==> config.mk <==
export PLATFORM = sky130hd
export DESIGN_NAME = iar_cell
export DESIGN_NICKNAME = d
export VERILOG_FILES = /design/src/rtl/iar_pkg.sv /design/src/rtl/iar_cell.sv
export SDC_FILE = /design/constraint.sdc
export NUM_CORES = 1
export LEC_CHECK = 0
export BUFFER_PORTS_ARGS = -buffer_cell sky130_fd_sc_hd__buf_2
export CAP_MARGIN = 30
export CELL_PAD_IN_SITES_DETAIL_PLACEMENT = 0
export CELL_PAD_IN_SITES_GLOBAL_PLACEMENT = 2
export CORE_ASPECT_RATIO = 1.25
export CORE_UTILIZATION = 21
export DETAILED_ROUTE_END_ITERATION = 16
export PLACE_DENSITY_LB_ADDON = 0.25
export SLEW_MARGIN = 30
export SYNTH_ARGS = -nofsm -noshare
export SYNTH_HDL_FRONTEND = slang
export SYNTH_SLANG_ARGS = --single-unit
==> constraint.sdc <==
create_clock -name clk -period 4.36 [get_ports clk]
set_input_delay 0.218 -clock clk [delete_from_list [all_inputs] [get_ports clk]]
set_output_delay 0.218 -clock clk [all_outputs]
set_load 0.03 [all_outputs]
==> src/rtl/iar_pkg.sv <==
`timescale 1ns / 1ps
// ----------------------------------------------------------------------------
// iar_pkg
// Shared codes and types for the indexed word array with insert and remove.
// ----------------------------------------------------------------------------
package iar_pkg;

	localparam int DEFAULT_DEPTH = 256;
	localparam int WORD_W        = 64;
	localparam int OP_W          = 3;
	localparam int INDEX_W       = 9;
	localparam int STATUS_W      = 2;
	localparam int COUNT_OUT_W   = 9;
	// read-out tree reduces 2**TREE_FAN_LOG2 words per registered level
	localparam int TREE_FAN_LOG2 = 4;

	localparam logic [OP_W-1:0] OP_PUSH   = 3'd0;
	localparam logic [OP_W-1:0] OP_POP    = 3'd1;
	localparam logic [OP_W-1:0] OP_INSERT = 3'd2;
	localparam logic [OP_W-1:0] OP_REMOVE = 3'd3;
	localparam logic [OP_W-1:0] OP_READ   = 3'd4;
	localparam logic [OP_W-1:0] OP_WRITE  = 3'd5;

	localparam logic [STATUS_W-1:0] ST_OK    = 2'd0;
	localparam logic [STATUS_W-1:0] ST_FULL  = 2'd1;
	localparam logic [STATUS_W-1:0] ST_RANGE = 2'd2;
	localparam logic [STATUS_W-1:0] ST_EMPTY = 2'd3;

	typedef enum logic [1:0] {
		CMD_NONE   = 2'd0,
		CMD_WRITE  = 2'd1,
		CMD_INSERT = 2'd2,
		CMD_REMOVE = 2'd3
	} cell_cmd_t;

	typedef struct packed {
		cell_cmd_t cmd;
		logic      rd;
	} cell_ctl_t;

endpackage

==> src/rtl/iar_cell.sv <==
`timescale 1ns / 1ps
// ----------------------------------------------------------------------------
// iar_cell
// One storage cell of the word chain: holds one word, shifts to or from its
// neighbors, and offers its word for read-out when addressed.
// ----------------------------------------------------------------------------
module iar_cell #(
	parameter int IW  = 8,
	parameter int POS = 0
) (
	input  logic                       clk,
	input  iar_pkg::cell_ctl_t         ctl,
	input  logic [IW-1:0]              idx,
	input  logic [iar_pkg::WORD_W-1:0] value,
	input  logic [iar_pkg::WORD_W-1:0] left,
	input  logic [iar_pkg::WORD_W-1:0] right,
	output logic [iar_pkg::WORD_W-1:0] word,
	output logic [iar_pkg::WORD_W-1:0] rd_data
);
	import iar_pkg::*;

	logic [WORD_W-1:0] word_q;
	logic              hit;
	logic              above;

	assign hit   = (idx == IW'(POS));
	assign above = (IW'(POS) > idx);

	always_ff @(posedge clk) begin
		case (ctl.cmd)
			CMD_WRITE: begin
				if (hit) word_q <= value;
			end
			CMD_INSERT: begin
				if (hit) word_q <= value;
				else if (above) word_q <= left;
			end
			CMD_REMOVE: begin
				if (hit || above) word_q <= right;
			end
			default: begin
			end
		endcase
	end

	assign word    = word_q;
	// unaddressed cells give zero so the read-out tree can OR them together
	assign rd_data = (ctl.rd && hit) ? word_q : '0;

endmodule

==> results of run 1 <==
[synthesized netlist by cell type]
cell type / instances
a22oi_1: 64
a2bb2oi_2: 1
and2_1: 1
and3_1: 64
buf_1: 1
buf_2: 17
buf_4: 11
buf_6: 1
clkbuf_1: 32
edfxtp_1: 64
ha_1: 3
inv_1: 3
nand2_1: 64
nand4_1: 64
nor2_2: 1
nor3_1: 1
nor4_1: 2
o211ai_1: 64
[worst max-delay path, delay by kind of cell]
family	cells	cell delay (ps)
buf+inv	3	830
simple gates	3	1080
[metrics by stage]
step / utilization / hold slack, ps / cell area, um2
after detailed placement: 0.304 / 565 / 6130
after floorplan: - / 452 / 4320
after global routing: 0.318 / 225 / 6420
after CTS: 0.316 / 207 / 6380
after global placement: 0.304 / 557 / 6130
final: 0.318 / 221 / 6420
[metal layers]
metal	share of wire	wire length (um)	vias to the layer above	global-route usage
li1	-	-	2425	-
met2	0.52	10100	234	0.318
met1	0.39	7630	2435	0.201
met5	0	0	-	0
met3	0.074	1440	21	0.0332
met4	0.020	387	0	0.0809
[area by class of cell]
class	instances	area, um2
multi-input combinational	329	2130
clock buffer	11	233
timing repair buffer	341	1750
tap	270	338
inverter	3	11.3
sequential	64	1920
fill	2170	13800
clock inverter	4	22.5
antenna	5	12.5
[worst max path at each step]
stage,end,depth (start not counted)
after floorplan,word[0]$_DFFE_PP_,5
after global placement,word[49]$_DFFE_PP_,7
after detailed placement,word[44]$_DFFE_PP_,7
after CTS,rd_data[1],6
after global routing,rd_data[55],6
final,rd_data[1],6
[cells by family (layout without fill, tap and decap cells)]
kind of cell,count (synthesis),after routing
AO/OA/AOI/OAI,129,129
adder cells (fa/ha/maj),3,3
buffers and inverters,65,359
flip-flops,64,64
other,0,5
AND/OR/NAND/NOR,197,197
[report_power, final]
| part | switching [uW] | total [uW] | internal [uW] | leakage, uW |
|---|---|---|---|---|
| combinational | 354 | 539 | 184 | 0.00225 |
| sequential | 45.1 | 827 | 782 | 0.000594 |
| clock | 274 | 653 | 379 | 0.000125 |
| total | 674 | 2020 | 1340 | 0.00297 |
==> summary.md, run 1 <==
| Metric | Value |
|---|---|
| Part of the Yosys area used for sequential elements | `0.445` |
| Die span in x | `130 um` |
| Post-synthesis cell count | `458` |
| Number of flip-flops in the largest register | `64` |
| CTS tree | `done` |
| Post-Synth Simple-Gate Area | `0.248` |
| DP Cell Count | `1,006` |
| Final GP Congestion | `0.731` |
| Max-cap violations | `0` |
| Vias in the first global route | `4,989` |
| Minimum clock period | `2430 ps` |
| Leakage | `0.00297 uW` |
| DP HPWL | `13,500 um` |
| CTS buffer count | `9` |
| Crit. Startpoint | `idx[0]` |
| CP dominant cell by count | `buf_2` |
| Hold Crit Endpoint | `word[16]$_DFFE_PP_` |
| RSZ-0062 raised after global routing | `false` |
| Reg clk slew, reported paths | `60 ps` |
| WS Path Type | `input port to primary output` |
| DR vias | `5,115` |
| Initial antenna violation count | `5` |
| Status | `finished, final reports clean` |
| Clock Path Buffers | `2` |
| Clock root cell | `clkbuf_16` |
| Synth Area in Compound Gates | `0.226` |
| Ports | `332` |
| Initial DRC Count | `202` |
| H-tree levels | `3` |
| Initial Utilization | `0.214` |
| Final nets | `955` |
| Avg WL per Cell | `19.0 um` |
| Die Span Y | `162 um` |
| Final setup margin | `1930 ps` |
| Least-Margin Pin Slew | `948 ps` |
| Final Cycle Share | `0.557` |
| Max Clock Freq | `0.412 GHz` |
| Most common cell after layout, fill and taps aside | `buf_2` |
| Post-route setup TNS | `0 ps` |
| Fin. max-slew vios | `0` |
| Mapped cell area | `0.00432 mm2` |
| Core footprint | `0.0202 mm2` |
| VDD IR max | `160 uV` |
| CP startpoint kind | `input port` |
| Clk sinks | `64` |
| Synth Area in Adders | `0.00869` |
| Dpl ws | `1770 ps` |
| Synth Area per Inst | `9.43 um2` |
| Mux share of post-synthesis cell area | `0` |
| First-pass GRT wire length | `27,800 um` |
| Relative slew margins | `0.368` |
| Share of the synthesized area in the top cell type | `0.445` |
| Hold Startpoint | `right[16]` |
| Hold buffers post-CTS | `0` |
| Yosys reg bits | `64` |
| Yosys cell types | `18` |
| Net Count, Synth | `665` |
| Cts repair resizes | `0` |
| Share of cells above drive strength 1 | `0.480` |
| Vias per cell | `4.98` |
| Final ANT Viol Nets | `0` |
| Leading area contributor after synthesis | `edfxtp_1` |
| Syn. warnings | `0` |
| Non-filler instance count after layout | `1,027` |
| Setup Buffers After CTS | `0` |
| Min-delay worst type | `input port to flop` |
| Full die area | `0.0212 mm2` |
| Endpoint class of the critical path | `primary output` |
| Gr ovfl total | `0` |
| Largest family of logic cells by synthesized area | `simple AND/OR/NAND/NOR gates` |
| Largest cells by area after synthesis | `edfxtp_1, a22oi_1, o211ai_1` |
| CP arrival | `2210 ps` |
| PD cells | `314 mW/mm2` |
| CP required | `4140 ps` |
| Final setup vio count | `0` |
| Tot Pwr | `2020 uW` |
| DRC viols | `0` |
| Slowest CP cell | `and2_4` |
| Final Hold Viols | `0` |
| Drt first pass iters | `4` |
| GRT Util Overall | `0.177` |
| # rows | `58` |
| CP Cell Sequence | `buf_2, nor4_2, and2_4, buf_4, and3_1, buf_2` |
| Final WL | `19,500 um` |
| Worst-path maximum fanout | `50` |
| Largest net degree at the start of global routing | `91` |
| PortBufs | `331` |
| Area delta synth->final | `48.6%` |
| Xor/xnor share of the synthesized area | `0` |
| Hold Path Depth | `3` |
| Slowest stage delay, CP | `550 ps` |
(Power assumes the default switching activity.)
==> inputs of run 2 (changes only) <==
--- a/config.mk
+++ b/config.mk
@@ -5,6 +5,7 @@
 export SDC_FILE = /design/constraint.sdc
 export NUM_CORES = 1
 export LEC_CHECK = 0
+export ABC_AREA = 1
 export BUFFER_PORTS_ARGS = -buffer_cell sky130_fd_sc_hd__buf_2
 export CAP_MARGIN = 30
 export CELL_PAD_IN_SITES_DETAIL_PLACEMENT = 0
==> constraint.sdc (replaced) <==
create_clock -name clk -period 2.3 [get_ports clk]
set_input_delay 0.115 -clock clk [delete_from_list [all_inputs] [get_ports clk]]
set_output_delay 0.115 -clock clk [all_outputs]
set_load 0.03 [all_outputs]
==> summary.md, run 2 <==
| Metric | Value |
|---|---|
| Reg clk slew, reported paths | `60 ps` |
| Placed cell areas | `0.00668 mm2` |
| Fill cells | `2,526` |
| Synth Flop Type | `edfxtp_1` |
| Initial DRC Count | `223` |
| Die span in x | `137 um` |
| Initial antenna violation count | `6` |
| Status | `finished, final reports clean` |
| Ports | `332` |
| Hold Path Depth | `3` |
| DP HPWL | `14,000 um` |
| Leakage | `0.00374 uW` |
| Relative slew margins | `0.472` |
| Synth Area per Inst | `7.46 um2` |
| PD cells | `576 mW/mm2` |
| Worst-path maximum fanout | `64` |
| Max Clock Freq | `0.647 GHz` |
| Final Cell Area | `0.00697 mm2` |
| Non-filler instance count after layout | `1,240` |
| Met1 GRT Util | `0.189` |
| Minimum clock period | `1550 ps` |
| # rows | `61` |
| Yosys cell types | `17` |
| VDD IR max | `305 uV` |
| H-tree levels | `3` |
| Gr ovfl total | `0` |
| CP Cell Sequence | `buf_2, nor2_1, nand2_2, nor2_4, nand2_2, buf_4, nor2_1, buf_2` |
| Clk sinks | `64` |
| Endpoint class of the critical path | `primary output` |
| Most common cell after layout, fill and taps aside | `buf_2` |
| CP required | `2180 ps` |
| Vias per cell | `4.31` |
| Final nets | `1,155` |
| Setup Buffers After CTS | `0` |
| Largest net degree at the start of global routing | `65` |
| Share of cells above drive strength 1 | `0.381` |
| DR vias | `5,345` |
| Final Cycle Share | `0.672` |
| CTS buffer count | `9` |
| Vias in the first global route | `5,117` |
| Min-delay worst type | `input port to flop` |
| Share of the synthesized area in the top cell type | `0.402` |
| CP startpoint kind | `input port` |
| Final GP Congestion | `0.729` |
| Core footprint | `0.0223 mm2` |
| Post-route setup TNS | `0 ps` |
| Final Hold Viols | `0` |
| Hold buffers post-CTS | `0` |
| Slowest stage delay, CP | `320 ps` |
| Final WL | `20,200 um` |
| Leading area contributor after synthesis | `edfxtp_1` |
| Final setup vio count | `0` |
| Post-synthesis cell count | `641` |
| Net Count, Synth | `848` |
| Slowest CP cell | `buf_4` |
| Hold Crit Endpoint | `word[60]$_DFFE_PP_` |
| Area delta synth->final | `45.8%` |
| Busiest grt layer | `met2` |
| Post-synth EDFFs | `64` |
| Number of flip-flops in the largest register | `64` |
| Least-Margin Pin Slew | `793 ps` |
| Final ANT Viol Nets | `0` |
| Yosys reg bits | `64` |
| GR met3 Demand/Resource | `0.0341` |
| Grt met2 use | `0.306` |
| DRC viols | `0` |
| Clock Path Buffers | `2` |
| Avg WL per Cell | `16.3 um` |
| Drt first pass iters | `4` |
| Die Span Y | `171 um` |
| Syn. warnings | `0` |
| Part of the Yosys area used for sequential elements | `0.402` |
| WS Path Type | `input port to primary output` |
| Max-cap violations | `0` |
| First-pass GRT wire length | `29,200 um` |
| Largest cells by area after synthesis | `edfxtp_1, inv_1, nand2_1` |
| PortBufs | `331` |
| Fin. max-slew vios | `0` |
| Top post-synthesis cells by count | `inv_1, nand2_1, nor2_1` |
| CP arrival | `1430 ps` |
| GRT Util Overall | `0.170` |
| CTS tree | `done` |
| Initial Utilization | `0.214` |
| Mapped cell area | `0.00478 mm2` |
| Hold Startpoint | `right[60]` |
| Commonest non-fill, non-tap cells in the layout | `buf_2, inv_1, nand2_1, nor2_1` |
| DP Cell Count | `1,220` |
| Most frequent cell after synthesis | `inv_1` |
| FFs w/ async S/R, synth | `0` |
| RSZ-0062 raised after global routing | `false` |
| Clock root cell | `clkbuf_16` |
| Cts repair resizes | `0` |
| Full die area | `0.0234 mm2` |
-- run 2: per-stage QoR --
stage	setup slack (ps)	total power, uW	hold WS [ps]	utilization
floorplan	8.72	2230	319	-
global placement	704	2700	421	0.300
detailed placement	696	2700	422	0.300
CTS	690	4090	58.3	0.312
global route	588	4230	72.3	0.313
finish	753	4020	78.5	0.313
-- run 2: worst max path at each step --
| stage | startpoint | slack (ps) | endpoint |
|---|---|---|---|
| floorplan | ctl[1] | 9 | word[0]$_DFFE_PP_ |
| global placement | ctl[1] | 700 | word[27]$_DFFE_PP_ |
| detailed placement | idx[4] | 700 | rd_data[48] |
| CTS | idx[4] | 690 | rd_data[48] |
| global route | idx[1] | 590 | rd_data[48] |
| finish | idx[4] | 750 | rd_data[48] |
-- run 2: worst max-delay path: cells and delay by family --
kind / cells / cell delay [ps]
buf+inv: 3 / 670
simple gates: 5 / 620
-- run 2: kinds of logic (layout without fill, tap and decap cells) --
| logic type | count (synthesis) | count (layout) | share of synthesized area |
|---|---|---|---|
| adders and majority gates | 3 | 3 | 0.00785 |
| other | 0 | 5 | 0 |
| and+or+nand+nor | 267 | 267 | 0.228 |
| DFF | 64 | 64 | 0.402 |
| buffers and inverters | 178 | 489 | 0.160 |
| AOI/OAI and AO/OA | 129 | 129 | 0.202 |
-- run 2: layout make-up --
| class | count | area (um2) | share of cell area |
|---|---|---|---|
| diodes | 5 | 12.5 | 0.00180 |
| clock buffers | 9 | 225 | 0.0323 |
| clock inverters | 6 | 51.3 | 0.00736 |
| inverters | 131 | 492 | 0.0706 |
| multi-input cells | 399 | 2130 | 0.305 |
| flip-flops and latches | 64 | 1920 | 0.276 |
| well taps | 283 | 354 | 0.0508 |
| repair buffers | 343 | 1780 | 0.256 |
-- run 2: routing by layer --
metal / vias to the layer above / part of all wire
met2: 198 / 0.53
met4: 0 / 0.016
met3: 15 / 0.070
li1: 2698 / -
met5: - / 0
met1: 2434 / 0.38
-- run 2: power breakdown --
part	internal, uW	switching, uW	total, uW	leakage, uW
Combinational	386	694	1080	0.00301
Clock	819	544	1360	0.000138
Sequential	1480	90.9	1570	0.000594
Total	2690	1330	4020	0.00374
==> inputs of run 3 (changes only) <==
--- a/config.mk
+++ b/config.mk
@@ -5,13 +5,13 @@
 export SDC_FILE = /design/constraint.sdc
 export NUM_CORES = 1
 export LEC_CHECK = 0
-export ABC_AREA = 1
+export ABC_AREA = 0
 export BUFFER_PORTS_ARGS = -buffer_cell sky130_fd_sc_hd__buf_2
 export CAP_MARGIN = 30
 export CELL_PAD_IN_SITES_DETAIL_PLACEMENT = 0
 export CELL_PAD_IN_SITES_GLOBAL_PLACEMENT = 2
 export CORE_ASPECT_RATIO = 1.25
-export CORE_UTILIZATION = 21
+export CORE_UTILIZATION = 19
 export DETAILED_ROUTE_END_ITERATION = 16
 export PLACE_DENSITY_LB_ADDON = 0.25
 export SLEW_MARGIN = 30
==> constraint.sdc (replaced) <==
create_clock -name clk -period 1.32 [get_ports clk]
set_input_delay 0.066 -clock clk [delete_from_list [all_inputs] [get_ports clk]]
set_output_delay 0.066 -clock clk [all_outputs]
set_load 0.03 [all_outputs]
==> summary.md, run 3 (synthesized netlist as in run 1, its figures left out) <==
| Metric | Value |
|---|---|
| Max-cap violations | `0` |
| CP startpoint kind | `input port` |
| Status | `finished, violations left` |
| P_sw | `2270 uW` |
| Initial DRC Count | `297` |
| CP required | `1250 ps` |
| Full die area | `0.0234 mm2` |
| Avg WL per Cell | `20.1 um` |
| DP HPWL | `14,100 um` |
| Initial Utilization | `0.194` |
| Final Cycle Share | `1.07` |
| Final GP Congestion | `0.748` |
| Hold buffers post-CTS | `0` |
| Failing checks | `negative setup slack` |
| CP Cell Sequence | `buf_2, nor4_4, and2_4, buf_8, buf_12, buf_12, and3_4, buf_6` |
| Final ANT Viol Nets | `0` |
| Number of buffers and inverters on the critical path | `5` |
| Switch share | `0.324` |
| Sequential power share | `0.390` |
| Gate power share | `0.272` |
| CP arrival | `1350 ps` |
| Least-Margin Pin Slew | `427 ps` |
| Post-route setup TNS | `-3100 ps` |
| Leakage | `0.00331 uW` |
| Final setup margin | `-95.2 ps` |
| Number of flip-flops in the largest register | `64` |
| Hold Startpoint | `right[16]` |
| Share of total power in the clock network | `0.337` |
| Die span in x | `137 um` |
| Largest net degree at the start of global routing | `69` |
| H-tree levels | `3` |
| CTS tree | `done` |
| Ports | `332` |
| PortBufs | `331` |
| Final WL | `21,600 um` |
| WS Path Type | `input port to primary output` |
| Area delta synth->final | `74.1%` |
| Commonest non-fill, non-tap cells in the layout | `buf_2, buf_6` |
| VDD IR max | `584 uV` |
| CTS buffer count | `9` |
| Max Clock Freq | `0.707 GHz` |
| DP Cell Count | `1,034` |
| Endpoint class of the critical path | `primary output` |
| CP dominant cell by count | `buf_12` |
| Final setup vio count | `59` |
| Top delay family on crit path | `simple AND/OR/NAND/NOR gates` |
| Drt first pass iters | `5` |
| Reg clk slew, reported paths | `60 ps` |
| RSZ-0062 raised after global routing | `true` |
| Non-filler instance count after layout | `1,074` |
| Clock root cell | `clkbuf_16` |
| Slowest CP cell | `nor4_4` |
| # rows | `61` |
| Worst-path maximum fanout | `7` |
| Minimum clock period | `1420 ps` |
| Clock Path Buffers | `2` |
| DRC viols | `0` |
| Crit. Startpoint | `idx[5]` |
| Int Pwr | `4750 uW` |
| GRT Util Overall | `0.172` |
| Final Hold Viols | `0` |
| Core footprint | `0.0223 mm2` |
| Gr ovfl total | `0` |
| First-pass GRT wire length | `29,900 um` |
| DR vias | `5,426` |
| Most common cell after layout, fill and taps aside | `buf_2` |
| Initial antenna violation count | `2` |
| Vias in the first global route | `5,284` |
| Share of cells above drive strength 1 | `0.511` |
| Relative slew margins | `0.715` |
| Vias per cell | `5.05` |
| Min-delay worst type | `input port to flop` |
| Final nets | `991` |
| Fin. max-slew vios | `0` |
| Clk sinks | `64` |
| PD cells | `934 mW/mm2` |
| Tot Pwr | `7020 uW` |
| Slowest stage delay, CP | `280 ps` |
| Die Span Y | `171 um` |
| Min Hold Slack | `68.6 ps` |
-- run 3: cell type report --
class                   count  area [um2]
fillers                  2317       14800
repair buffers            377        2770
multi-input cells         329        2180
flip-flops and latches     64        1920
well taps                 283         354
clock buffers              12         236
clock inverters             4        45.0
inverters                   3        11.3
diodes                      2        5.00
-- run 3: metrics by stage --
stage               cell area (um2)  setup slack (ps)  utilization
finish                         7520             -95.2        0.337
global route                   7520              -167        0.337
CTS                            7430              -113        0.334
detailed placement             6430              -275        0.288
global placement               6430              -244        0.288
floorplan                      4380              -864            -
-- run 3: final timing paths --
path / end / slack (ps) / cells after the start
worst max-delay path: rd_data[17] / -100 / 8
worst min-delay path: word[16]$_DFFE_PP_ / 70 / 3
-- run 3: power groups by stage --
stage / logic, uW / clock network, uW / registers (uW)
after floorplan: 504 / 0 / 3250
after global placement: 1850 / 0 / 2780
after detailed placement: 1860 / 0 / 2770
after CTS: 1880 / 2440 / 2740
after global routing: 2050 / 2500 / 2770
final: 1910 / 2370 / 2740
-- run 3: timing repair --
action,in CTS,in global routing
endpoints found under the setup margin,64,131
endpoints found under the hold margin,0,0
resized for setup,140,5
cloned,5,3
pin swaps,1,1
setup buffers,15,1
-- run 3: worst min-delay path: stages --
cell and delay [ps]:
buf_2 80, a22oi_1 70, o211ai_1 80
-- run 3: layer usage --
metal / wire length (um) / part of all wire / track usage
met5: 0 / 0 / 0
met4: 208 / 0.0096 / 0.0559
met2: 11700 / 0.54 / 0.317
met1: 8290 / 0.38 / 0.201
met3: 1410 / 0.065 / 0.0273
